**config.mk**
```make
export PLATFORM = sky130hd
export DESIGN_NAME = pmsm_fifo
export DESIGN_NICKNAME = d
export VERILOG_FILES = /design/src/rtl/pmsm_pkg.sv /design/src/rtl/pmsm_fifo.sv
export SDC_FILE = /design/constraint.sdc
export NUM_CORES = 1
export LEC_CHECK = 0
export ABC_AREA = 1
export BUFFER_PORTS_ARGS = -buffer_cell sky130_fd_sc_hd__clkbuf_2
export CORE_MARGIN = 2
export CORE_UTILIZATION = 52
export DETAILED_ROUTE_END_ITERATION = 8
export GPL_TIMING_DRIVEN = 0
export PLACE_DENSITY = 0.81
export SLEW_MARGIN = 40
export SYNTH_ARGS = -nofsm -noshare
export SYNTH_HDL_FRONTEND = slang
export SYNTH_SLANG_ARGS = --single-unit
```
**constraint.sdc**
```tcl
create_clock -name clk -period 6.5 [get_ports clk]
set_input_delay 1.3 -clock clk [delete_from_list [all_inputs] [get_ports clk]]
set_output_delay 1.3 -clock clk [all_outputs]
set_load 0.05 [all_outputs]
```
**src/rtl/pmsm_pkg.sv**
```systemverilog
// Shared types and codes of the point model similarity merge block.
package pmsm_pkg;

	localparam logic [2:0] MODE_APOS = 3'd0;
	localparam logic [2:0] MODE_AROT = 3'd1;
	localparam logic [2:0] MODE_CROT = 3'd2;
	localparam logic [2:0] MODE_RROT = 3'd3;
	localparam logic [2:0] MODE_VPOS = 3'd4;
	localparam logic [2:0] MODE_FEAT = 3'd5;

	localparam logic [1:0] KIND_FEAT = 2'd0;
	localparam logic [1:0] KIND_POS  = 2'd1;
	localparam logic [1:0] KIND_ROT  = 2'd2;

	localparam logic [1:0] STAT_OK      = 2'd0;
	localparam logic [1:0] STAT_NOSCALE = 2'd1;
	localparam logic [1:0] STAT_SAT     = 2'd2;

	typedef enum logic [2:0] {
		OP_P0, OP_P1, OP_AROT, OP_CROT, OP_RROT, OP_VIEW, OP_FEAT
	} op_t;

	typedef enum logic [3:0] {
		ST_IDLE, ST_NORM, ST_SQRT, ST_DIV, ST_OFFS, ST_XSTART,
		ST_SCALE, ST_ROT, ST_POUT, ST_CHAIN, ST_COUT
	} state_t;

	typedef struct packed {
		logic [2:0]         mode;
		logic [1:0]         row;
		logic signed [31:0] x;
		logic signed [31:0] y;
		logic signed [31:0] z;
	} req_t;

	typedef struct packed {
		logic [1:0]         kind;
		logic [1:0]         out_row;
		logic signed [31:0] out_x;
		logic signed [31:0] out_y;
		logic signed [31:0] out_z;
		logic [1:0]         status;
		logic               last;
	} rsp_t;

	typedef struct packed {
		op_t                op;
		logic [1:0]         row;
		logic               first;
		logic               second;
		logic               emit;
		logic signed [31:0] x;
		logic signed [31:0] y;
		logic signed [31:0] z;
	} cmd_t;

endpackage

```
**src/rtl/pmsm_fifo.sv**
```systemverilog
// Two-entry queue of classified words between the front and back ends.
module pmsm_fifo (
	input  logic           clk,
	input  logic           arst_n,
	input  logic           push,
	input  pmsm_pkg::cmd_t wdata,
	output logic           full,
	input  logic           pop,
	output logic           valid,
	output pmsm_pkg::cmd_t rdata
);
	import pmsm_pkg::*;

	cmd_t       mem_q [2];
	logic       wptr_q;
	logic       rptr_q;
	logic [1:0] cnt_q;

	assign full = (cnt_q == 2'd2);
	assign valid = (cnt_q != 2'd0);
	assign rdata = mem_q[rptr_q];

	always_ff @(posedge clk) begin
		if (push) begin
			mem_q[wptr_q] <= wdata;
		end
	end

	always_ff @(posedge clk or negedge arst_n) begin
		if (!arst_n) begin
			wptr_q <= 1'b0;
			rptr_q <= 1'b0;
			cnt_q <= 2'd0;
		end else begin
			if (push) begin
				wptr_q <= !wptr_q;
			end
			if (pop) begin
				rptr_q <= !rptr_q;
			end
			if (push && !pop) begin
				cnt_q <= cnt_q + 2'd1;
			end else if (pop && !push) begin
				cnt_q <= cnt_q - 2'd1;
			end
		end
	end

endmodule

```
* Word level (Yosys, flattened, before mapping)
Memories as Yosys holds them, arrays and structs flattened.
Index checks and enable logic that the tools add are counted.
** Cells by class
- Mux-type cells :: 4
- Add/subtract/negate cells :: 2
- Eq/ne operators :: 1
- Reduce and logical (&&, ||, !) cells :: 8
** Operator list (number)
- 1-bit logical NOT :: 4
- 2-bit 2-to-1 mux :: 2
- 2-bit nonzero test :: 2
- 2-bit by 1-bit adder with 2-bit output, second input constant :: 1
- 2-bit equality test, second input constant :: 1
- 1-bit logical AND :: 2
- 1-bit 2-to-1 mux :: 2
- 2-bit by 1-bit subtractor with 2-bit output, second input constant :: 1
** Word-level totals
- Word-level logic and storage cells :: 19
- RAM bits :: 208
- Flip-flop bits (word level) :: 4
- Memories :: 1
** Memories
- mem_q :: depth 2, width 104, rd ports 1, clocked after Yosys merged registers in 0, wr ports 1, line pmsm_fifo.sv:14 : cmd_t mem_q [2];

* Depth between registers and ports, before layout
Gate-level depths: netlist (run 1).
- Word-level depth :: 4
- Depth in mapped cells :: 7
- Mapped depth without buffers :: 7

* Worst setup path after synthesis (run 1)
Ideal clock, no wire load.
- Kind :: input to register
- From :: input push
- To :: memory mem_q[0][0] in the netlist's numbering, enable pin
- Stages on the path :: 2
- Data arrival time :: 5.693 ns
- Data required time :: 5.929 ns
- Path buffers :: 0
- Slack :: 0.237 ns
- Library setup time :: 0.571 ns
- Cells stage by stage :: inv_1 nor2_1
** Between the ends
- Longest elaborated chain between the ends :: 2
** Ends and longest elaborated chain
- start, declared :: line pmsm_fifo.sv:5 : input logic push,
- 1-bit 2-to-1 mux :: line pmsm_fifo.sv:24 : if (push) begin
- 1-bit 2-to-1 mux (not written as such) :: line pmsm_fifo.sv:25 : mem_q[wptr_q] <= wdata;
- end, declared :: line pmsm_fifo.sv:14
No other way between the ends.

==> impl_metrics.env, run 1 <==
export IMPL_dr_pass1_iters=4
export IMPL_grt_pass1_wl_mm=20.56
export IMPL_fp_dieArea_um2=16320
export IMPL_clock_root_buffer="clkbuf_16"
export IMPL_fmax_mhz=317.7
export IMPL_place_congestion=0.7148
export IMPL_area_growth_syn_to_layout_pct=27.12
export IMPL_io_pins=214
export IMPL_final_cells=797
export IMPL_via_count=3978
export IMPL_n_fill_cell=1004
export IMPL_min_delay_start="cnt_q[1]"
export IMPL_layout_setup_ws_ns=3.352
export IMPL_row_count=45
export IMPL_cap_violations=0
export IMPL_vias_per_cell=4.991
export IMPL_cp_required_ns=5.20
export IMPL_synth_top_cell_by_area="edfxtp_1"
export IMPL_syn_num_nets=458
export IMPL_n_antenna_cell=0
export IMPL_ctsLongestPathBuffers=3
export IMPL_grt_busiest_layer="met2"
export IMPL_ys_warn_count=0
export IMPL_ir_drop_mv=0.4093
export IMPL_synthTopCellsByArea="edfxtp_1, mux2_4, mux2_2"
export IMPL_tns_ns=0
export IMPL_crit_path_start_kind="flip-flop"
export IMPL_use_met3=0.05801
export IMPL_crit_type="flip-flop to output port"
export IMPL_dp_slack_ns=3.841
export IMPL_critPathArrivalTime_ns=1.85
export IMPL_wl_mm=13.69
export IMPL_finalCritPeriodShare=0.4843
export IMPL_port_buffers=213
export IMPL_numCtsBuffers=22
export IMPL_cts_sinks=212
export IMPL_relSlewSlack=0.7437
export IMPL_multi_input_area_um2=1446
export IMPL_syn_area_um2=7963
export IMPL_tightestPinTransition_ns=0.3845
export IMPL_crit_start="rptr_q"
export IMPL_status="finished clean"
export IMPL_synth_most_common_cell="edfxtp_1"
export IMPL_grt_use_met1=0.1766
export IMPL_critPathMaxFanout=10
export IMPL_report_final_setup_viol=0
export IMPL_start_util=0.5277
export IMPL_maxSlewViolCount=0
export IMPL_grt_pass1_vias=4230
export IMPL_post_cts_resize_count=0
export IMPL_p_per_area_nw_per_um2=524.6
export IMPL_die_h_um=127.7
export IMPL_synth_avg_cell_area_um2=22.82
export IMPL_dp_hpwl_mm=9.605
export IMPL_finalClockSkew_ns=0.005507
export IMPL_post_cts_setup_buffer_count=0
export IMPL_dieWidth_um=127.7
export IMPL_core_area_um2=15090
export IMPL_ys_ff_latch=212
export IMPL_nets=702
export IMPL_post_drt_wl_per_cell_um=17.17
export IMPL_ys_types=16
export IMPL_antenna_found_initial=0
export IMPL_endpoint_kind="output port"
export IMPL_ys_seq_area_frac=0.7970
export IMPL_finalInstanceArea_um2=10120
export IMPL_synth_edf_count=208
export IMPL_place_inst=757
export IMPL_post_dp_cell_area_um2=9434
export IMPL_rsz0062_at_grt="false"
export IMPL_htree_levels=1
export IMPL_clk_latency_ns=0.48
export IMPL_p_leak_nw=4.070
export IMPL_min_path_type="flip-flop to flip-flop"
export IMPL_grt_usage=0.1617
export IMPL_r2r_start="wptr_q"
export IMPL_ant_nets=0
export IMPL_hold_viol=0
export IMPL_async_reset_ff_frac=0.01887
export IMPL_synthFlopType="edfxtp_1"
export IMPL_layout_drive_gt1_share=0.6010
export IMPL_synth_common_cells="edfxtp_1, mux2_2, mux2_4"
export IMPL_syn_inst=349
export IMPL_drt_iter0_drc=187
export IMPL_grt_max_degree=56
export IMPL_cts_tree="yes"
export IMPL_min_period_ns=3.148
export IMPL_postCtsHoldBufs=0
export IMPL_met2_usage=0.2973
export IMPL_regArea_um2=6346
export IMPL_synth_top_cell_area_share=0.7844
export IMPL_grt_ovfl_total=0
export IMPL_drc=0
export IMPL_clk_pin_slew_ns=0.06
## cell usage in the layout, fill, tap and decap left out, types with 5 or more instances in the layout
cell type    n
clkbuf_2   213
edfxtp_1   208
mux2_2      54
mux2_4      50
clkbuf_16   23
clkbuf_1     9
inv_1        6
nand2_1      6
buf_2        5
buf_12       5
## layer usage
| layer | part of all wire | routed length (µm) |
|---|---|---|
| met5 | 0 | 0 |
| met4 | 0.018 | 251 |
| met3 | 0.090 | 1234 |
| met2 | 0.52 | 7150 |
| met1 | 0.37 | 5050 |
## final cells by class
type	count	share of cell area
plain buffers	12	0.01496
repair buffers	220	0.1206
clock buffers	34	0.06292
multi-input cells	118	0.1429
clock inverters	6	0.005068
flip-flops and latches	212	0.6269
well taps	188	0.02324
inverters	7	0.003337
## state kept, by name (all words and copies together) (netlist names)
signal and count:
mem_q 208, cnt_q 2, rptr_q 1, wptr_q 1
## power by group
part           internal [W]  total (W)  switching [W]
Combinational      0.000717    0.00226        0.00154
Clock              0.000711    0.00117       0.000460
Sequential          0.00181    0.00188      0.0000659
Total               0.00324    0.00531        0.00207
## worst paths after layout
path	to	slack [ns]	cells past startpoint
worst max-delay path	rdata[80]	3.35	5
worst min register to register	cnt_q[1]	0.50	2
min in group asynchronous	cnt_q[1]	0.62	1
worst min-delay path	cnt_q[1]	0.50	2
worst max register to register	mem_q[1][57]	4.88	3
max in group asynchronous	wptr_q	5.75	1
## cell families (layout without fill, tap and decap cells)
family                   count (synthesis)  count (layout)  share of synthesized area
adder cells (fa/ha/maj)                  1               1                   0.001571
flip-flops                             212             212                     0.7970
buffers and inverters                   19             279                    0.02231
XOR/XNOR                                 3               3                   0.003300
multiplexers                           104             104                     0.1706
AND/OR/NAND/NOR                         10              10                   0.005185
## worst max-delay path: stages (launching register included)
cell and delay (ns):
dfrtp_1 0.37, buf_6 0.14, buf_8 0.15, buf_12 0.16, mux2_4 0.29, clkbuf_2 0.24
## per-stage QoR
stage	total power (W)	hold slack, ns	util
after floorplan	0.003718	0.4417	-
after global placement	0.004131	0.4639	0.6139
after detailed placement	0.004186	0.4879	0.6252
after CTS	0.005369	0.5018	0.6708
after global routing	0.005522	0.5426	0.6708
final	0.005310	0.4960	0.6708
(Power assumes the default switching activity.)
==> inputs of run 2 (changes only) <==
--- a/config.mk
+++ b/config.mk
@@ -8,10 +8,10 @@
 export ABC_AREA = 1
 export BUFFER_PORTS_ARGS = -buffer_cell sky130_fd_sc_hd__clkbuf_2
 export CORE_MARGIN = 2
-export CORE_UTILIZATION = 52
+export CORE_UTILIZATION = 47
 export DETAILED_ROUTE_END_ITERATION = 8
 export GPL_TIMING_DRIVEN = 0
-export PLACE_DENSITY = 0.81
+export PLACE_DENSITY = 0.77
 export SLEW_MARGIN = 40
 export SYNTH_ARGS = -nofsm -noshare
 export SYNTH_HDL_FRONTEND = slang
==> constraint.sdc (replaced) <==
create_clock -name clk -period 2.5 [get_ports clk]
set_input_delay 0.5 -clock clk [delete_from_list [all_inputs] [get_ports clk]]
set_output_delay 0.5 -clock clk [all_outputs]
set_load 0.05 [all_outputs]
==> impl_metrics.env, run 2 (synthesis results as in run 1) <==
export IMPL_tightestPinTransition_ns=0.4410
export IMPL_vias_per_cell=4.861
export IMPL_nets=706
export IMPL_crit_path_start_kind="flip-flop"
export IMPL_holdWs_ns=0.1898
export IMPL_relSlewSlack=0.7054
export IMPL_mostFrequentLayoutCell="clkbuf_2"
export IMPL_top_layer_used="met4"
export IMPL_p_comb_frac=0.427
export IMPL_cts_sinks=212
export IMPL_grt_ovfl_total=0
export IMPL_n_fill_cell=1217
export IMPL_htree_levels=1
export IMPL_grt_usage=0.1577
export IMPL_p_sw_w=0.005474
export IMPL_wl_mm=14.42
export IMPL_seq_power_share=0.348
export IMPL_io_pins=214
export IMPL_largest_register_ffs=208
export IMPL_route_met3_wl_mm=1.170
export IMPL_clock_power_share=0.225
export IMPL_critPathArrivalTime_ns=1.87
export IMPL_status="finished clean"
export IMPL_drt_iter0_drc=161
export IMPL_hold_viol=0
export IMPL_dieWidth_um=134.2
export IMPL_regArea_um2=6346
export IMPL_endpoint_kind="output port"
export IMPL_drc=0
export IMPL_ant_nets=0
export IMPL_fp_dieArea_um2=18000
export IMPL_cp_top_family="buffers and inverters"
export IMPL_row_count=47
export IMPL_wl_met1_mm=5.304
export IMPL_via_count=4049
export IMPL_maxSlewViolCount=0
export IMPL_dr_wl_met2_mm=7.675
export IMPL_critPathMaxFanout=10
export IMPL_grt_pass1_wl_mm=22.10
export IMPL_min_path_type="input port to flip-flop"
export IMPL_crit_buf_inv=4
export IMPL_place_congestion=0.6949
export IMPL_cp_required_ns=2.00
export IMPL_clock_root_buffer="clkbuf_16"
export IMPL_dr_pass1_iters=4
export IMPL_port_buffers=213
export IMPL_ctsLongestPathBuffers=3
export IMPL_post_dp_cell_area_um2=9553
export IMPL_antenna_found_initial=0
export IMPL_finalCritPeriodShare=0.9475
export IMPL_area_growth_syn_to_layout_pct=29.29
export IMPL_finalInstanceArea_um2=10290
export IMPL_clk_pin_slew_ns=0.06
export IMPL_core_area_um2=16580
export IMPL_ir_drop_mv=0.9217
export IMPL_cap_violations=0
export IMPL_dp_hpwl_mm=10.51
export IMPL_final_cells=833
export IMPL_power_share_switching=0.3904
export IMPL_rsz0062_at_grt="false"
export IMPL_place_inst=792
export IMPL_postCtsHoldBufs=1
export IMPL_p_leak_nw=4.121
export IMPL_crit_type="flip-flop to output port"
export IMPL_post_cts_resize_count=0
export IMPL_report_final_setup_viol=0
export IMPL_crit_path_cell_trace="buf_6, buf_8, buf_12, mux2_4, clkbuf_2"
export IMPL_critPathMaxStageDelay_ns=0.37
export IMPL_top_regs="mem_q (208), cnt_q (2)"
export IMPL_cp_slowest_cell="dfrtp_1"
export IMPL_post_drt_wl_per_cell_um=17.31
export IMPL_die_h_um=134.2
export IMPL_regMostFlops="mem_q"
export IMPL_grt_max_degree=26
export IMPL_n_antenna_cell=0
export IMPL_dp_slack_ns=0.6037
export IMPL_layout_drive_gt1_share=0.6183
export IMPL_p_per_area_nw_per_um2=1362
export IMPL_clk_latency_ns=0.50
export IMPL_fmax_mhz=422.2
export IMPL_layout_common_cells="clkbuf_2, edfxtp_1, mux2_2, mux2_4, clkbuf_16"
export IMPL_numCtsBuffers=22
export IMPL_finalClockSkew_ns=0.01879
export IMPL_internal_power_w=0.008548
export IMPL_layout_setup_ws_ns=0.1313
export IMPL_start_util=0.4802
export IMPL_cts_tree="yes"
export IMPL_multi_input_area_um2=1449
export IMPL_min_period_ns=2.369
export IMPL_post_cts_setup_buffer_count=0
export IMPL_grt_pass1_vias=4429
run 2: cell count changes in the layout (fill, tap and decap cells not counted), sizes merged:
cell,change
buf,+3
inv,-1
clkbuf,-5
clkinv,+2
clkinvlp,+4
dlygate4sd3,+1
run 2: metrics by stage:
step	setup TNS [ns]	util	total power, W
floorplan	0	-	0.009622
global placement	-177.48	0.5619	0.01069
detailed placement	0	0.5761	0.01102
CTS	0	0.6208	0.01421
global route	0	0.6208	0.01457
finish	0	0.6208	0.01402
run 2: worst register-to-register path, delay by kind of cell, from the launching register on:
kind,cells,cell delay [ns]
and+or+nand+nor,1,0.11
DFF,1,0.44
buffers and inverters,3,0.89
run 2: layout make-up:
type | instances | area share
flip-flops and latches | 212 | 0.6164
inverters | 7 | 0.002917
plain buffers | 12 | 0.01471
repair buffers | 224 | 0.1274
well taps | 220 | 0.02674
clock buffers | 29 | 0.06198
clock inverters | 11 | 0.009115
multi-input cells | 118 | 0.1407
run 2: path summary, 6_finish.rpt:
| check | startpoint | endpoint | slack, ns | depth (start not counted) |
|---|---|---|---|---|
| max in group asynchronous | arst_n | wptr_q | 1.98 | 2 |
| worst max register to register | wptr_q | mem_q[1][41] | 0.81 | 4 |
| worst min-delay path | wdata[21] | mem_q[0][21] | 0.19 | 1 |
| worst max-delay path | rptr_q | rdata[80] | 0.13 | 5 |
| worst min register to register | cnt_q[1] | cnt_q[1] | 0.52 | 2 |
| min in group asynchronous | arst_n | rptr_q | 0.37 | 2 |
run 2: power groups by stage:
stage          clock network [W]  logic, W  registers, W
2_1_floorplan                  0   0.00469       0.00494
3_3_place_gp                   0   0.00572       0.00497
3_5_place_dp                   0   0.00606       0.00496
4_1_cts                  0.00325   0.00607       0.00489
5_1_grt                  0.00337   0.00627       0.00493
6_report                 0.00315   0.00599       0.00488
run 2: metal layers:
| layer | vias up | global-route usage |
|---|---|---|
| met5 | - | 0 |
| met4 | 0 | 0.04620 |
| met3 | 26 | 0.04649 |
| met2 | 157 | 0.2914 |
| met1 | 1989 | 0.1761 |
| li1 | 1877 | - |
==> inputs of run 3 (changes only) <==
--- a/config.mk
+++ b/config.mk
@@ -8,10 +8,10 @@
 export ABC_AREA = 1
 export BUFFER_PORTS_ARGS = -buffer_cell sky130_fd_sc_hd__clkbuf_2
 export CORE_MARGIN = 2
-export CORE_UTILIZATION = 47
+export CORE_UTILIZATION = 55
 export DETAILED_ROUTE_END_ITERATION = 8
 export GPL_TIMING_DRIVEN = 0
-export PLACE_DENSITY = 0.77
+export PLACE_DENSITY = 0.85
 export SLEW_MARGIN = 40
 export SYNTH_ARGS = -nofsm -noshare
 export SYNTH_HDL_FRONTEND = slang
==> constraint.sdc (replaced) <==
create_clock -name clk -period 3 [get_ports clk]
set_input_delay 0.6 -clock clk [delete_from_list [all_inputs] [get_ports clk]]
set_output_delay 0.6 -clock clk [all_outputs]
set_load 0.05 [all_outputs]
==> impl_metrics.env, run 3 (synthesis results as in run 1) <==
export IMPL_clock_root_buffer="clkbuf_16"
export IMPL_grt_pass1_vias=4363
export IMPL_min_period_ns=2.456
export IMPL_dieWidth_um=124.3
export IMPL_post_cts_setup_buffer_count=0
export IMPL_htree_levels=1
export IMPL_ir_drop_mv=0.9673
export IMPL_via_count=4089
export IMPL_die_h_um=124.3
export IMPL_finalClockSkew_ns=0.005777
export IMPL_dr_pass1_iters=4
export IMPL_numCtsBuffers=21
export IMPL_finalCritPeriodShare=0.8187
export IMPL_report_final_setup_viol=0
export IMPL_relSlewSlack=0.5850
export IMPL_dp_hpwl_mm=10.40
export IMPL_top_regs="mem_q (208), cnt_q (2)"
export IMPL_met2_usage=0.3369
export IMPL_n_antenna_cell=0
export IMPL_cp_required_ns=2.40
export IMPL_clk_pin_slew_ns=0.06
export IMPL_cap_violations=0
export IMPL_vias_per_cell=5.189
export IMPL_drc=0
export IMPL_endpoint_kind="output port"
export IMPL_holdWs_ns=0.3138
export IMPL_layout_drive_gt1_share=0.6003
export IMPL_nets=704
export IMPL_antenna_found_initial=0
export IMPL_ff2ff_path_depth=4
export IMPL_grt_use_met1=0.2180
export IMPL_largest_register_ffs=208
export IMPL_p_leak_nw=4.053
export IMPL_use_met3=0.05885
export IMPL_hold_viol=0
export IMPL_port_buffers=213
export IMPL_ant_nets=0
export IMPL_post_drt_wl_per_cell_um=18.86
export IMPL_grt_ovfl_total=0
export IMPL_drt_iter0_drc=210
export IMPL_crit_type="flip-flop to output port"
export IMPL_layout_common_cells="clkbuf_2, edfxtp_1, mux2_2, mux2_4, clkbuf_16"
export IMPL_area_growth_syn_to_layout_pct=26.71
export IMPL_cts_tree="yes"
export IMPL_core_area_um2=13990
export IMPL_critPathArrivalTime_ns=1.86
export IMPL_maxSlewViolCount=0
export IMPL_place_inst=751
export IMPL_start_util=0.5692
export IMPL_rsz0062_at_grt="false"
export IMPL_wl_mm=14.86
export IMPL_grt_max_degree=27
export IMPL_grt_pass1_wl_mm=22.77
export IMPL_tightestPinTransition_ns=0.6210
export IMPL_p_per_area_nw_per_um2=1128
export IMPL_clk_latency_ns=0.47
export IMPL_ctsLongestPathBuffers=3
export IMPL_cts_sinks=212
export IMPL_total_power_w=0.01138
export IMPL_regMostFlops="mem_q"
export IMPL_grt_usage=0.1876
export IMPL_grt_busiest_layer="met2"
export IMPL_place_congestion=0.7884
export IMPL_n_fill_cell=860
export IMPL_mostFrequentLayoutCell="clkbuf_2"
export IMPL_tns_ns=0
export IMPL_final_cells=788
export IMPL_io_pins=214
export IMPL_fmax_mhz=407.1
export IMPL_status="finished clean"
export IMPL_crit_path_start_kind="flip-flop"
export IMPL_critPathMaxFanout=10
export IMPL_finalInstanceArea_um2=10090
export IMPL_min_path_type="input port to flip-flop"
export IMPL_whs_path_depth=1
export IMPL_fp_dieArea_um2=15460
export IMPL_row_count=43
export IMPL_post_dp_cell_area_um2=9468
-- run 3: metal layers --
metal | part of all wire | wire length, µm
met3 | 0.083 | 1228
met5 | 0 | 0
met1 | 0.38 | 5606
met2 | 0.52 | 7730
met4 | 0.020 | 294
-- run 3: stage by stage --
stage / setup WS [ns] / util
2_1_floorplan: 0.3940 / -
3_3_place_gp: -0.5244 / 0.6623
3_5_place_dp: 0.7294 / 0.6768
4_1_cts: 0.4990 / 0.7213
5_1_grt: 0.4713 / 0.7213
6_report: 0.5439 / 0.7213
-- run 3: worst paths after layout --
check / start / endpoint / slack (ns)
max in group asynchronous: arst_n / rptr_q / 2.40
hold reg to reg: cnt_q[1] / cnt_q[1] / 0.49
setup / recovery: rptr_q / rdata[73] / 0.54
setup reg to reg: wptr_q / mem_q[0][62] / 1.11
min in group asynchronous: arst_n / cnt_q[1] / 0.47
hold / removal: wdata[86] / mem_q[1][86] / 0.31
-- run 3: layout make-up --
cell class                      count  area, µm²  share of cell area
Multi-Input combinational cell    118       1446              0.1434
Buffer                             12      151.4             0.01500
Tap cell                          180      225.2             0.02232
Sequential cell                   212       6346              0.6290
Clock buffer                       25      540.5             0.05357
Timing Repair Buffer              223       1279              0.1267
Inverter                            7      30.03            0.002976
Clock inverter                     11      71.32            0.007068
-- run 3: worst max-delay path, stage by stage, from the launching register on --
cell	delay, ns
dfrtp_1	0.37
buf_6	0.13
buf_8	0.16
buf_12	0.16
mux2_4	0.31
clkbuf_2	0.24
-- run 3: what timing repair did --
action                    CTS  global route
hold endpoints to repair    4             0
resized for setup           0             0
hold buffers                1             0
-- run 3: power by group --
part	internal (W)	switching (W)	total, W	leakage (nW)
registers	0.00392	0.000148	0.00407	2.00
logic	0.00159	0.00338	0.00497	1.75
clock network	0.00136	0.000978	0.00234	0.300
total	0.00687	0.00451	0.0114	4.05
