==> config.mk <==
export PLATFORM = sky130hd
export DESIGN_NAME = pmsm_front
export DESIGN_NICKNAME = d
export VERILOG_FILES = /design/src/rtl/pmsm_pkg.sv /design/src/rtl/pmsm_front.sv
export SDC_FILE = /design/constraint.sdc
export NUM_CORES = 1
export LEC_CHECK = 0
export BUFFER_PORTS_ARGS = -buffer_cell sky130_fd_sc_hd__buf_4
export CAP_MARGIN = 20
export CORE_AREA = 2 2 83 85
export DETAILED_ROUTE_END_ITERATION = 6
export DIE_AREA = 0 0 85 87
export GPL_ROUTABILITY_DRIVEN = 0
export PLACE_DENSITY = 0.66
export SETUP_SLACK_MARGIN = 0.02
export SLEW_MARGIN = 20
export SYNTH_ARGS = -nofsm -noshare
export SYNTH_HDL_FRONTEND = slang
export SYNTH_SLANG_ARGS = --single-unit
==> constraint.sdc <==
create_clock -name clk -period 2.5 [get_ports clk]
set_clock_uncertainty 0.2 [all_clocks]
set_input_delay 0.25 -clock clk [delete_from_list [all_inputs] [get_ports clk]]
set_output_delay 0.25 -clock clk [all_outputs]
set_load 0.01 [all_outputs]
==> src/rtl/pmsm_pkg.sv <==
// Shared types and codes of the point model similarity merge block.
package pmsm_pkg;

	localparam logic [2:0] MODE_APOS = 3'd0;
	localparam logic [2:0] MODE_AROT = 3'd1;
	localparam logic [2:0] MODE_CROT = 3'd2;
	localparam logic [2:0] MODE_RROT = 3'd3;
	localparam logic [2:0] MODE_VPOS = 3'd4;
	localparam logic [2:0] MODE_FEAT = 3'd5;

	localparam logic [1:0] KIND_FEAT = 2'd0;
	localparam logic [1:0] KIND_POS  = 2'd1;
	localparam logic [1:0] KIND_ROT  = 2'd2;

	localparam logic [1:0] STAT_OK      = 2'd0;
	localparam logic [1:0] STAT_NOSCALE = 2'd1;
	localparam logic [1:0] STAT_SAT     = 2'd2;

	typedef enum logic [2:0] {
		OP_P0, OP_P1, OP_AROT, OP_CROT, OP_RROT, OP_VIEW, OP_FEAT
	} op_t;

	typedef enum logic [3:0] {
		ST_IDLE, ST_NORM, ST_SQRT, ST_DIV, ST_OFFS, ST_XSTART,
		ST_SCALE, ST_ROT, ST_POUT, ST_CHAIN, ST_COUT
	} state_t;

	typedef struct packed {
		logic [2:0]         mode;
		logic [1:0]         row;
		logic signed [31:0] x;
		logic signed [31:0] y;
		logic signed [31:0] z;
	} req_t;

	typedef struct packed {
		logic [1:0]         kind;
		logic [1:0]         out_row;
		logic signed [31:0] out_x;
		logic signed [31:0] out_y;
		logic signed [31:0] out_z;
		logic [1:0]         status;
		logic               last;
	} rsp_t;

	typedef struct packed {
		op_t                op;
		logic [1:0]         row;
		logic               first;
		logic               second;
		logic               emit;
		logic signed [31:0] x;
		logic signed [31:0] y;
		logic signed [31:0] z;
	} cmd_t;

endpackage

==> src/rtl/pmsm_front.sv <==
// Front end: accepts input words, tracks the viewpoint index and classifies each word.
module pmsm_front #(
	parameter int MAX_VIEWPOINTS = 15
) (
	input  logic          clk,
	input  logic          arst_n,
	input  logic          req_valid,
	output logic          req_stall,
	input  pmsm_pkg::req_t req,
	input  logic          cfg_we,
	input  logic [3:0]    cfg_data,
	output logic          push,
	output pmsm_pkg::cmd_t cmd,
	input  logic          full
);
	import pmsm_pkg::*;

	localparam int VW = $clog2(MAX_VIEWPOINTS + 1);
	localparam int CW = (VW > 4) ? VW : 4;

	logic [VW-1:0] vcnt_q;
	logic [3:0]    ccount_q;
	logic          keep;
	logic          acc;

	always_comb begin
		keep = 1'b0;
		cmd.op = OP_FEAT;
		case (req.mode)
			MODE_APOS: begin
				if (req.row == 2'd0) begin
					keep = 1'b1;
					cmd.op = OP_P0;
				end else if (req.row == 2'd1) begin
					keep = 1'b1;
					cmd.op = OP_P1;
				end
			end
			MODE_AROT: begin
				keep = (req.row != 2'd3);
				cmd.op = OP_AROT;
			end
			MODE_CROT: begin
				keep = (req.row != 2'd3);
				cmd.op = OP_CROT;
			end
			MODE_RROT: begin
				keep = (req.row != 2'd3);
				cmd.op = OP_RROT;
			end
			MODE_VPOS: begin
				keep = 1'b1;
				cmd.op = OP_VIEW;
			end
			MODE_FEAT: begin
				keep = 1'b1;
				cmd.op = OP_FEAT;
			end
			default: begin
				keep = 1'b0;
			end
		endcase
		cmd.row = req.row;
		cmd.first = (vcnt_q == '0);
		cmd.second = (vcnt_q == VW'(1));
		cmd.emit = (CW'(vcnt_q) >= CW'(ccount_q));
		cmd.x = req.x;
		cmd.y = req.y;
		cmd.z = req.z;
	end

	assign req_stall = full;
	assign acc = req_valid && !full;
	assign push = acc && keep;

	always_ff @(posedge clk or negedge arst_n) begin
		if (!arst_n) begin
			vcnt_q <= '0;
			ccount_q <= 4'd2;
		end else begin
			if (cfg_we) begin
				ccount_q <= cfg_data;
			end
			if (push && cmd.op == OP_P0) begin
				vcnt_q <= '0;
			end else if (push && cmd.op == OP_VIEW && vcnt_q != VW'(MAX_VIEWPOINTS)) begin
				vcnt_q <= vcnt_q + VW'(1);
			end
		end
	end

endmodule

# Word level (Yosys, flattened, before mapping)
# Index checks and enable logic that the tools add are counted.
[totals]
ff_bits = 8
inputBits = 110
elab_cells = 35
[classes]
addsub = 1
n_lt_le_gt_ge = 1
n_eq_ne = 10
n_mux = 8
reduce_logical = 13
[ops]
columns = ["cell", "count"]
rows = [
  ["3-bit one-hot mux with 5 select lines", 1],
  ["3-bit equality test, second input constant", 3],
  ["4-bit 2-to-1 mux", 2],
  ["3-bit by 2-bit equality test with 1-bit output, second input constant", 2],
  ["3-bit logical NOT", 2],
  ["3-bit 2-to-1 mux", 2],
  ["1-bit logical AND", 5],
  ["4-bit by 1-bit adder with 4-bit output, second input constant", 1],
  ["4-bit by 1-bit equality test with 1-bit output, second input constant", 1],
  ["4-bit >= comparator", 1],
  ["4-bit logical NOT", 1],
  ["4-bit != test, second input constant", 1],
  ["3-bit by 1-bit equality test with 1-bit output, second input constant", 1],
  ["1-bit one-hot mux with 3 select lines", 1],
  ["3-bit OR reduction", 1],
  ["2-bit by 1-bit equality test with 1-bit output, second input constant", 1],
  ["2-bit logical NOT", 1],
  ["1-bit 2-to-1 mux", 2],
  ["2-bit != test, second input constant", 1],
  ["2-bit nonzero test", 1],
  ["2-bit OR reduction", 1],
  ["1-bit logical NOT", 1],
]

# Longest topological paths before layout
# Gate-level depths: netlist of run 1.
[logic_depth]
depth_word = 9
depth_mapped = 6
depth_no_buf = 6

# Worst setup path after synthesis of run 1
# Ideal clock, no wire load.
[synth_timing]
path_type = "reg-to-output"
start = "register vcnt_q[0]"
end = "output port cmd[96] in the netlist's numbering"
t_arrival_ns = 1.380
slack_ns = 0.670
path_stages_with_launch = 7
n_path_buf = 0
cell_sequence = "dfrtp_1 -> inv_1 -> ha_1 -> nand2b_1 -> a21o_1 -> a21o_1 -> a21o_1"
[synth_rtl]
columns = ["item", "line", "rtl"]
rows = [
  ["from (decl)", "pmsm_front.sv:21", "logic [VW-1:0] vcnt_q;"],
  ["from (signal assigned)", "pmsm_front.sv:87", "vcnt_q <= vcnt_q + VW'(1);"],
  ["to (decl)", "pmsm_front.sv:13", "output pmsm_pkg::cmd_t cmd,"],
]

==> results.md, run 1 <==
Critical path:
- The setup slack of the most critical reg-to-reg path is 0.61 ns.
- STA classifies the critical path endpoint as a primary output.
- The signal arrival time at the worst endpoint is 1.79 ns.
- For the worst setup path, the data required time is 2.05 ns.
- The endpoint identified for the worst register-to-register timing path is vcnt_q[0].
- The category of the critical setup timing path is register to primary output.
- The depth of the worst register-to-register path is 5.
- The critical path launch point type is a register.
- In this run the critical register-to-register path is launched from vcnt_q[0].
- The critical path launch point is vcnt_q[0].
- The maximum fanout encountered on the critical timing path is 6.

Finish:
- The synthesis-to-finish area growth is -30.3%.
- After the flow finishes, the layout carries non-filler instances totaling approximately 170.
- 0 antenna diodes ended up in the layout.
- After routing the design area is between 900 and 1000 sq um.
- The area of the multi-input gates is approximately 400 sq um.
- The post-layout utilization of the core is between 10 and 15%.
- The commonest non-fill, non-tap cell in the layout is buf_4.
- After the last flow step, the layout net total stands at 211.
- The number of fill cells is 742.
- The layout cell share with drive strength beyond 1 is 34.4%.
- In the layout the commonest cells are buf_4 (23), nand2_1 (8), inv_1 (7), ha_1 (7), dfrtp_1 (7).
- The area occupied by registers is between 200 and 250 sq um.

Timing:
- The final period utilization is about nine tenths.
- The number of failing hold endpoints at the final stage was 0.
- The max-slew violation count came to 0.
- At the pin with the least slew margin, the transition time is 0.323 ns.
- The total of endpoints with negative setup slack in the final report is 0.
- Measured against its own limit, the worst slew margin works out to 77.9%.
- The accumulated negative setup slack is 0 ns.
- The shortest period the worst path allows is roughly 2.2 ns.
- The highest achievable clock rate is about 0.45 GHz.
- The smallest setup slack after layout is approximately 0.26 ns.
- Setup repair after global routing left no endpoint under its margin.

Routing:
- Dividing the detail-routed via count by the number of cells gives approximately 4.1.
- For this run, the detailed router's first-pass iteration total came to 2.
- After detailed routing, the number of remaining DRC violations is 0.
- The final routed wirelength across all metal layers is ~2500 um.
- Detailed routing inserted a total of about 700 vias.
- The number of DRC violations after detailed-routing iteration 0 is 18.
- Wire segments on met3 add up to 356 um in the final route.
- The average detailed-routed wire length per instance is between 10 and 15 um.
- The detail route stage leaves a number of antenna-violating nets equal to 0.
- The uppermost layer routed is met4.
- The routed length on met1 is around 800 um.
- The met2 wirelength from detailed routing is 941 um.

Min path:
- The type of the most critical hold path is primary input to register.
- The hold path depth is 3.
- The endpoint of the worst hold-timing path is ccount_q[3].
- The origin of the worst min-delay path is cfg_data[3].

Floorplanning:
- The total I/O pin count is 216.
- After floorplanning, the core was sized to cover roughly 6600 sq um.
- The effective utilization at floorplan is 20.9%.
- The die is 85 um wide.
- The floorplan has 30 rows.
- The die covers 7400 sq um.
- The floorplan step set the die height to about 87 um.

Power and ir drop:
- The power share of the combinational group is between 30% and 40%.
- The switching part of the total is slightly below 30%.
- Registers are responsible for approximately a third of the overall power.
- For this design the static power due to leakage is between 0.4 and 0.5 nW.
- The switching power is about 0.15 mW.
- The areal power density over the cells is between 500 and 600 nW/um^2.
- The clock network power share is between 30% and 40%.
- IR analysis of the VDD net gives a maximum drop of between 0.0002 and 0.0003 V.
- Internal power comes to 0.353 mW.

Clock tree:
- The number of buffers on the longest clock path is 2.
- After clock tree synthesis, the clock-pin slew on the worst setup and hold paths is about 0.040 ns.
- The number of buffers created by CTS is 3.
- The clock insertion delay at the later pin of the skew report is roughly 0.23 ns.
- TritonCTS built the clock tree.
- Clock tree synthesis selected as its root buffer the cell clkbuf_8.
- CTS built an H-tree with a depth of 1.
- For this design, the sink count on the clock tree is 8.
- The number of buffers inserted by post-CTS setup repair is 0.

Global route:
- The largest net degree at the start of global routing is 9.
- Global routing finished with a remaining overflow of 0.
- The number of antenna violations at the first check in global routing is 0.
- Across every metal layer, demand over resource in global routing totals 6.55%.
- The number of global-route vias before repair is 754.
- The first global-routing pass estimated 3810 um of wire.

Synth:
- Synthesis produced a netlist with a net count of between 200 and 300.
- Yosys printed 0 warnings.
- Sequential elements use 14.7% of the synthesized area.
- The area of the mapped netlist is 1370 sq um.
- The number of instances in the synthesized netlist is between 150 and 200.
- The biggest area consumer among synthesized cells is buf_4.
- The post-synthesis register bit count is 8.
- In the synthesized netlist the async set-or-reset flop fraction comes to 100%.
- Yosys mapped the design onto 29 distinct sky130hd cell types.
- The most used flip-flop cell after synthesis is dfrtp_1.
- A synthesized cell averages about 8.4 sq um.
- In this run, synthesis inferred 0 flip-flops with an integrated enable.
- Sorting the synthesized cells by area gives the leading types as buf_4 (54%), dfrtp_1 (13%), ha_1 (6.4%).
- The portion of synthesized cell area occupied by the leading cell type is 54.1%.

Placement:
- Buffers placed on the I/O ports in this run total 23.
- Summed over all nets, the half-perimeter wirelength after detailed placement is ~2000 um.
- After detailed placement, the design holds a cell count of about 170.
- The post-placement cell area is approximately 900 sq um.
- Prior to clock tree synthesis, the placed netlist has a worst setup slack of 0.471 ns.

Run status:
- The flow ran to the end, and the final reports show no timing, DRC or antenna violations.

Flow run:
- The number of max-cap violations is 0.
==> kinds of logic after synthesis <==
logic type,count (synthesis),synth area share (%)
buffers and inverters,106,56.1
and+or+nand+nor,24,10.3
AOI/OAI and AO/OA,13,8.11
DFF,8,14.7
adders and majority gates,7,6.38
muxes,6,4.47
==> worst max-delay path by stage <==
| stage | endpoint | slack, ns | cells past startpoint |
|---|---|---|---|
| after floorplan | cmd[96] | 0.67 | 6 |
| after CTS | cmd[96] | 0.24 | 7 |
| after detailed placement | cmd[96] | 0.47 | 7 |
| after global routing | cmd[96] | 0.13 | 7 |
| final | cmd[96] | 0.26 | 7 |
| after global placement | cmd[96] | 0.53 | 7 |
==> through the flow <==
step                      hold slack, ns  power (mW)
final                             0.0258       0.501
after global routing              0.0424       0.552
after CTS                         0.0258       0.514
after detailed placement          -0.121       0.344
after global placement            -0.125       0.342
after floorplan                   -0.246       0.421
==> routing by layer <==
layer | global-route usage [%] | vias to the layer above
met1 | 6.73 | 302
met4 | 9.38 | 0
met2 | 8.31 | 63
met3 | 2.94 | 52
li1 | - | 287
met5 | 0 | -
==> power by group through the flow <==
stage	clock [mW]	combinational, mW	sequential, mW
global placement	0	0.179	0.163
detailed placement	0	0.180	0.165
global route	0.181	0.206	0.166
floorplan	0	0.261	0.160
CTS	0.169	0.183	0.162
finish	0.161	0.179	0.162
==> worst max-delay path: stages, from the launching register on <==
cell      delay (ns)
dfrtp_1         0.41
inv_1           0.08
ha_1            0.29
nand2b_1        0.14
a21o_1          0.17
a21o_1          0.17
a21o_1          0.17
buf_4           0.13
==> cell usage after synthesis, drive strengths merged, types with 2 or more instances <==
cell type	count
buf	99
nand2	8
dfrtp	7
ha	7
inv	7
mux2i	5
o21ai	4
a21o	3
nand2b	3
a211oi	2
and3	2
nand4	2
nor3b	2
==> cell type report <==
cell class,instances,share of cell area [%]
Multi-Input combinational cell,50,42.0
Sequential cell,8,21.0
Timing Repair Buffer,24,19.1
Tap cell,80,10.5
Clock buffer,4,4.71
Inverter,7,2.75
==> repair_timing <==
| action | in CTS | in global routing |
|---|---|---|
| gates resized for setup | 0 | 0 |
| hold buffers | 1 | 0 |
| endpoints found under the hold margin | 8 | 0 |
==> registers in the layout, indices dropped and copies added, names as in the netlist <==
signal / count
ccount_q: 4
vcnt_q: 4
(Power assumes the default switching activity.)
==> inputs of run 2 (changes only) <==
==> constraint.sdc (replaced) <==
create_clock -name clk -period 2.21 [get_ports clk]
set_clock_uncertainty 0.2 [all_clocks]
set_input_delay 0.221 -clock clk [delete_from_list [all_inputs] [get_ports clk]]
set_output_delay 0.221 -clock clk [all_outputs]
set_load 0.01 [all_outputs]
==> run 2 against run 1 <==
Routed wire length fell by 2.4%; sequential share of layout area down 0.59 points; register-to-register slack worse by 0.34 ns; cell count is 1.7% higher; sequential cell count unchanged; combinational power is 22% higher; first-iteration DRC count rose by 17%; critical endpoint unchanged.
==> results.md, run 2 (synthesis results as in run 1) <==
Power and ir drop:
- The total design power is 0.576 mW (was 0.501 mW).
- The areal power density over the cells is 585 nW/um^2 (was 524 nW/um^2).
- The maximum vdd ir drop is 0.000319 V (was 0.000254 V).
- The switching power is 0.168 mW (was 0.148 mW).
- The relative contribution of sequential cells to total power is 30.7% (was 32.3%).
- The clock network power share came to 31.4% (was 32.0%).
- The design internal power is 0.409 mW (was 0.353 mW).
- The leakage power figure is 0.488 nW (was 0.475 nW).
- The switching part of the total is 29.1% (was 29.6%).
- The power share of the combinational group is 37.9% (was 35.6%).

Finish:
- The synthesis-to-finish area growth is -28.3% (was -30.3%).
- Leading registers by flop count: ccount_q (4), vcnt_q (4) (unchanged).
- The number of non-filler instances in the completed layout is 176 (was 173).
- Commonest non-fill, non-tap cells in the layout: buf_4 (24), nand2_1 (8), inv_1 (7), ha_1 (7), dfrtp_1 (7) (was buf_4 (23), nand2_1 (8), inv_1 (7), ha_1 (7), dfrtp_1 (7)).
- The commonest non-fill, non-tap cell in the layout is buf_4 (unchanged).
- The area occupied by registers is 201 sq um (unchanged).
- The area of the multi-input gates is 402 sq um (unchanged).
- The final net count is 214 (was 211).
- The antenna diode instance count was 0 (unchanged).
- The design area is 985 sq um (was 957 sq um).
- The post-layout utilization of the core is 15.0% (was 14.6%).
- The number of fill cells came to 752 (was 742).
- The layout cell share with drive strength beyond 1 is 34.4% (about the same).

Timing:
- The shortest period the worst path allows is approximately 2.1 ns.
- RSZ-0062 raised after global routing: false (unchanged).
- The total of endpoints with negative setup slack in the final report is 0 (unchanged).
- Dividing the final minimum period by the clock period gives between 90% and 100%.
- The accumulated negative setup slack is 0 ns (unchanged).
- The highest achievable clock rate is roughly 0.48 GHz.
- The number of failing hold endpoints at the final stage is 0 (unchanged).
- The max-slew violation count was 0 (unchanged).
- The actual transition at the worst max-transition pin is 0.367 ns (was 0.323 ns).
- The worst max-slew margin expressed relative to the limit was 75.5% (was 77.9%).

Placement:
- The sum of net half-perimeters after detailed placement is 1980 um (was 2020 um).
- The post-placement cell area is 902 sq um (unchanged).
- The number of placed instances with taps included is 168 (unchanged).
- The number of port buffers is 23 (unchanged).

Global route:
- The first-pass GRT wire length is 3510 um (was 3810 um).
- The total routing resource utilization after global routing is 6.02% (was 6.55%).
- The largest net degree at the start of global routing is 9 (unchanged).
- The number of antenna violations at the first check in global routing is 0 (unchanged).
- The global-route congestion overflow total is 0 (unchanged).
- The number of global-route vias before repair was 704 (was 754).

Critical path:
- The critical path endpoint category is a primary output (unchanged).
- The largest stage delay on the critical path is 0.34 ns (was 0.41 ns).
- The data required time of the critical path is 1.79 ns (was 2.05 ns).
- The cell repeated most along the worst path is a21o_1 (unchanged).
- The signal arrival time at the worst endpoint is 1.67 ns (was 1.79 ns).
- The maximum fanout encountered on the critical timing path is 2 (was 6).
- Cell chain of the critical path: inv_1, ha_1, nand2b_1, a21o_1, a21o_1, a21o_1, buf_4 (unchanged).
- The count of buffer and inverter cells on the critical path is 2 (unchanged).
- The category of the critical setup timing path is register to primary output (unchanged).
- The cell class contributing the biggest share of worst-path delay is compound AO/OA/AOI/OAI gates (unchanged).
- The critical path launch point type was a register (unchanged).
- The slowest cell on the critical path is dfrtp_1 (unchanged).

Clock tree:
- The clock insertion delay at the later pin of the skew report came to 0.23 ns (about the same).
- The H-tree level count is 1 (unchanged).
- The total of cells resized after clock tree synthesis was 0 (unchanged).
- The cell at the root of the clock tree was clkbuf_8 (unchanged).
- The number of buffers on the longest clock path was 2 (unchanged).
- The number of buffers created by CTS is 3 (unchanged).
- The clock sink count was 8 (unchanged).
- The clock tree from TritonCTS is done (unchanged).
- The clock-pin slew on the worst setup and hold paths is 0.04 ns (about the same).

Floorplanning:
- The effective utilization at floorplan is 20.9% (unchanged).
- The die span in y was 87 um (unchanged).
- The placeable core region is 6570 sq um (unchanged).
- The overall die width was 85 um (unchanged).
- The total I/O pin count came to 216 (unchanged).
- The die footprint is 7400 sq um (unchanged).
- The number of rows in the core area is 30 (unchanged).

Routing:
- The vias per cell came to 4.03 (was 4.07).
- The count of antenna-violating nets left after detailed routing is 0 (unchanged).
- The final routed wirelength across all metal layers was 2410 um (was 2470 um).
- The average detailed-routed wire length per instance came to 13.7 um (was 14.3 um).
- The total via count in the routed design came to 710 (was 704).
- The total DRC errors in the routed layout is 0 (unchanged).
- The number of iterations in the first detailed-routing pass came to 4 (was 2).
- The number of DRC violations after detailed-routing iteration 0 came to 21 (was 18).

Run status:
- Run status: finished clean (unchanged).

Flow run:
- The number of max-cap violations was 0 (unchanged).

Min path:
- The type of the most critical hold path is primary input to register (unchanged).
## run 2: cell count changes in the layout (fill, tap and decap cells not counted), sizes merged
cell	previous run	this run
buf	23	24
dlygate4sd3	1	3
## run 2: worst register-to-register path, stage by stage (launching register included)
cell and delay (ns):
dfrtp_1 0.37, buf_4 0.15, ha_1 0.20, and3_1 0.17, a2111oi_4 0.36, nand3_1 0.20, mux2i_1 0.17
## run 2: stage by stage
step                      hold slack [ns]  setup slack, ns
after floorplan                    -0.275            0.409
after global placement             -0.153            0.263
after detailed placement           -0.152            0.226
after CTS                         0.00289            0.101
after global routing               0.0130           0.0322
final                             0.00235            0.115
## run 2: power groups by stage
stage	clock network [mW]	registers [mW]	logic [mW]
floorplan	0	0.181	0.295
global placement	0	0.184	0.203
detailed placement	0	0.186	0.202
CTS	0.190	0.177	0.224
global route	0.201	0.179	0.248
finish	0.181	0.177	0.218
## run 2: area by class of cell
cell class,count,area share (%)
multi-input combinational,50,40.8
timing repair buffer,27,21.3
sequential,8,20.5
tap,80,10.2
clock buffer,4,4.57
inverter,7,2.67
## run 2: worst paths after layout
check	start	end	slack, ns	depth (start not counted)
worst max-delay path	vcnt_q[0]	cmd[96]	0.12	7
worst min-delay path	cfg_we	ccount_q[1]	0.002	2
worst max register to register	vcnt_q[0]	vcnt_q[0]	0.27	6
worst min register to register	ccount_q[0]	ccount_q[0]	0.30	1
max in group asynchronous	arst_n	ccount_q[1]	1.45	2
min in group asynchronous	arst_n	ccount_q[3]	0.14	2
## run 2: timing repair
item | in CTS | in global routing
setup buffers | 1 | 0
hold endpoints to repair | 10 | 0
endpoints found under the setup margin | 1 | 0
hold buffers | 3 | 0
## run 2: per-layer routing
| layer | vias to the layer above | GRT usage, % | routed length, um |
|---|---|---|---|
| li1 | 292 | - | - |
| met1 | 302 | 5.71 | 771 |
| met2 | 58 | 6.96 | 850 |
| met3 | 58 | 3.22 | 386 |
| met4 | 0 | 10.4 | 403 |
| met5 | - | 0 | 0 |
==> inputs of run 3 (changes only) <==
--- a/config.mk
+++ b/config.mk
@@ -12,7 +12,7 @@
 export DIE_AREA = 0 0 85 87
 export GPL_ROUTABILITY_DRIVEN = 0
 export PLACE_DENSITY = 0.66
-export SETUP_SLACK_MARGIN = 0.02
+export SETUP_SLACK_MARGIN = 0.3
 export SLEW_MARGIN = 20
 export SYNTH_ARGS = -nofsm -noshare
 export SYNTH_HDL_FRONTEND = slang
==> run 3 against run 2 <==
Sequential cell count unchanged; clock power is essentially flat; cell count unchanged; via count decreased by 0.14%; largest cell class unchanged; highest routed layer unchanged.
==> results.md, run 3 (synthesis results as in run 1) <==
Clock tree:
- The cell at the root of the clock tree is clkbuf_8 (unchanged).
- The number of buffers created by CTS is 3 (unchanged).
- The clock insertion delay at the later pin of the skew report was 0.23 ns (about the same).
- The H-tree level count is 1 (unchanged).
- The clock sink count is 8 (unchanged).
- The clock tree from TritonCTS is done (unchanged).
- The number of buffers on the longest clock path was 2 (unchanged).
- The clock-pin slew on the worst setup and hold paths was 0.04 ns (about the same).

Power and ir drop:
- The relative contribution of sequential cells to total power is 29.4% (was 30.7%).
- The total design power is 0.616 mW (was 0.576 mW).
- The design internal power is 0.432 mW (was 0.409 mW).
- The areal power density over the cells is 600 nW/um^2 (was 585 nW/um^2).
- The leakage power figure is 0.493 nW (was 0.488 nW).
- The switching power came to 0.183 mW (was 0.168 mW).
- The clock network power share is 29.4% (was 31.4%).
- The maximum vdd ir drop was 0.000350 V (was 0.000319 V).
- The power share of the combinational group is 41.2% (was 37.9%).
- The switching part of the total is 29.8% (was 29.1%).

Finish:
- The final net count is 214 (unchanged).
- The post-layout utilization of the core is 15.6% (was 15.0%).
- The number of non-filler instances in the completed layout is 176 (unchanged).
- The commonest non-fill, non-tap cell in the layout is buf_4 (unchanged).
- The area occupied by registers is 201 sq um (unchanged).
- The synthesis-to-finish area growth is -25.3% (was -28.3%).
- The layout cell share with drive strength beyond 1 is 40.6% (was 34.4%).
- Leading registers by flop count: ccount_q (4), vcnt_q (4) (unchanged).
- Commonest non-fill, non-tap cells in the layout: buf_4 (23), nand2_1 (8), dfrtp_1 (7) (was buf_4 (24), nand2_1 (8), inv_1 (7), ha_1 (7), dfrtp_1 (7)).
- The area of the multi-input gates is 439 sq um (was 402 sq um).
- The number of fill cells is 750 (was 752).
- The design area is 1030 sq um (was 985 sq um).
- The antenna diode instance count is 0 (unchanged).

Critical path:
- The critical path launch point type was a register (unchanged).
- The depth of the worst register-to-register path is 6 (unchanged).
- Cell chain of the critical path: inv_2, ha_4, a21o_1, a21o_1, a21o_1, buf_6 (was inv_1, ha_1, nand2b_1, a21o_1, a21o_1, a21o_1, buf_4).
- The signal arrival time at the worst endpoint is 1.60 ns (was 1.67 ns).
- The critical path depth in cells is 6 (was 7).
- The data required time of the critical path is 1.79 ns (about the same).
- The setup slack of the most critical reg-to-reg path is 0.42 ns (was 0.27 ns).
- The critical path endpoint category was a primary output (unchanged).
- The slowest cell on the critical path is dfstp_2 (was dfrtp_1).
- The startpoint of the worst register-to-register path is vcnt_q[0] (unchanged).
- The cell class contributing the biggest share of worst-path delay was flip-flops (was compound AO/OA/AOI/OAI gates).
- The endpoint of the lowest-slack register-to-register path was vcnt_q[2] (was vcnt_q[0]).
- The category of the critical setup timing path is register to primary output (unchanged).
- The count of buffer and inverter cells on the critical path is 2 (unchanged).
- The largest stage delay on the critical path is 0.51 ns (was 0.34 ns).
- The maximum fanout encountered on the critical timing path is 2 (unchanged).
- The cell repeated most along the worst path is a21o_1 (unchanged).

Global route:
- The met3 track demand over resource in global routing is 3.32% (was 3.22%).
- The number of antenna violations at the first check in global routing is 0 (unchanged).
- The global-route congestion overflow total is 0 (unchanged).
- The global routing usage on met1 is 5.83% (was 5.71%).
- The largest net degree at the start of global routing is 9 (unchanged).
- The first-pass GRT wire length is 3610 um (was 3510 um).
- The number of global-route vias before repair is 716 (was 704).
- The met2 demand-to-capacity share in global routing is 7.39% (was 6.96%).
- The most utilized layer in the global route result was met4 (unchanged).
- The total routing resource utilization after global routing is 6.20% (was 6.02%).

Timing:
- The worst hold margin is 0.00202 ns (was 0.00235 ns).
- The total of endpoints with negative setup slack in the final report is 0 (unchanged).
- The worst max-slew margin expressed relative to the limit is 72.8% (was 75.5%).
- The shortest period the worst path allows came to 2.02 ns (was 2.09 ns).
- The number of failing hold endpoints at the final stage came to 0 (unchanged).
- The final period utilization was 91.6% (was 94.8%).
- The smallest setup slack after layout came to 0.185 ns (was 0.115 ns).
- RSZ-0062 raised after global routing: true (was false).
- The highest achievable clock rate was 0.494 GHz (was 0.477 GHz).
- The max-slew violation count is 0 (unchanged).
- The actual transition at the worst max-transition pin is 0.407 ns (was 0.367 ns).
- The accumulated negative setup slack came to 0 ns (unchanged).

Placement:
- The sum of net half-perimeters after detailed placement is 1980 um (unchanged).
- The number of port buffers was 23 (unchanged).
- The post-placement cell area came to 902 sq um (unchanged).
- The worst slack at placement is 0.226 ns (unchanged).
- The number of placed instances with taps included is 168 (unchanged).

Routing:
- The count of antenna-violating nets left after detailed routing is 0 (unchanged).
- The number of DRC violations after detailed-routing iteration 0 came to 19 (was 21).
- The total DRC errors in the routed layout is 0 (unchanged).
- The average detailed-routed wire length per instance was 14.0 um (was 13.7 um).
- The vias per cell is 4.03 (about the same).
- The number of iterations in the first detailed-routing pass was 4 (unchanged).
- The final routed wirelength across all metal layers is 2470 um (was 2410 um).
- The total via count in the routed design is 709 (was 710).

Min path:
- The origin of the worst min-delay path is cfg_we (unchanged).
- The type of the most critical hold path is primary input to register (unchanged).
- The endpoint of the worst hold-timing path is ccount_q[1] (unchanged).
- The hold path depth is 2 (unchanged).

Floorplanning:
- The number of rows in the core area was 30 (unchanged).
- The die footprint is 7400 sq um (unchanged).
- The overall die width is 85 um (unchanged).
- The placeable core region is 6570 sq um (unchanged).
- The die span in y is 87 um (unchanged).
- The total I/O pin count is 216 (unchanged).
- The effective utilization at floorplan is 20.9% (unchanged).

Run status:
- Run status: finished clean (unchanged).

Flow run:
- The number of max-cap violations is 0 (unchanged).
-- run 3: cell counts in the layout (fill, tap and decap cells not counted) --
Identical to the previous run, type by type.
-- run 3: metal layers --
metal  up-vias  wire length (um)
met5         -                 0
met4         0               403
met3        58               387
met2        58               900
met1       302               780
li1        291                 -
-- run 3: timing repair --
item | in CTS | in global routing
resized for setup | 6 | 1
endpoints found under the setup margin | 1 | 5
hold buffers | 3 | 0
pin swaps | 4 | 2
setup buffers | 1 | 0
hold endpoints to repair | 10 | 0
-- run 3: worst max-delay path by stage --
| stage | startpoint | endpoint | slack (ns) |
|---|---|---|---|
| 2_1_floorplan | vcnt_q[0] | cmd[96] | 0.41 |
| 3_3_place_gp | vcnt_q[0] | cmd[96] | 0.26 |
| 3_5_place_dp | vcnt_q[0] | cmd[96] | 0.23 |
| 4_1_cts | ccount_q[1] | cmd[96] | 0.19 |
| 5_1_grt | ccount_q[1] | cmd[96] | 0.11 |
| 6_report | ccount_q[1] | cmd[96] | 0.19 |
-- run 3: area by class of cell --
class | instances | area share (%)
multi-input cells | 50 | 42.8
repair buffers | 27 | 20.9
flip-flops and latches | 8 | 19.6
well taps | 80 | 9.76
clock buffers | 4 | 4.39
inverters | 7 | 2.56
-- run 3: power groups by stage --
stage,sequential (mW),clock [mW],combinational [mW]
finish,0.181,0.181,0.254
detailed placement,0.186,0,0.202
CTS,0.181,0.190,0.251
global placement,0.184,0,0.203
floorplan,0.181,0,0.295
global route,0.183,0.201,0.283
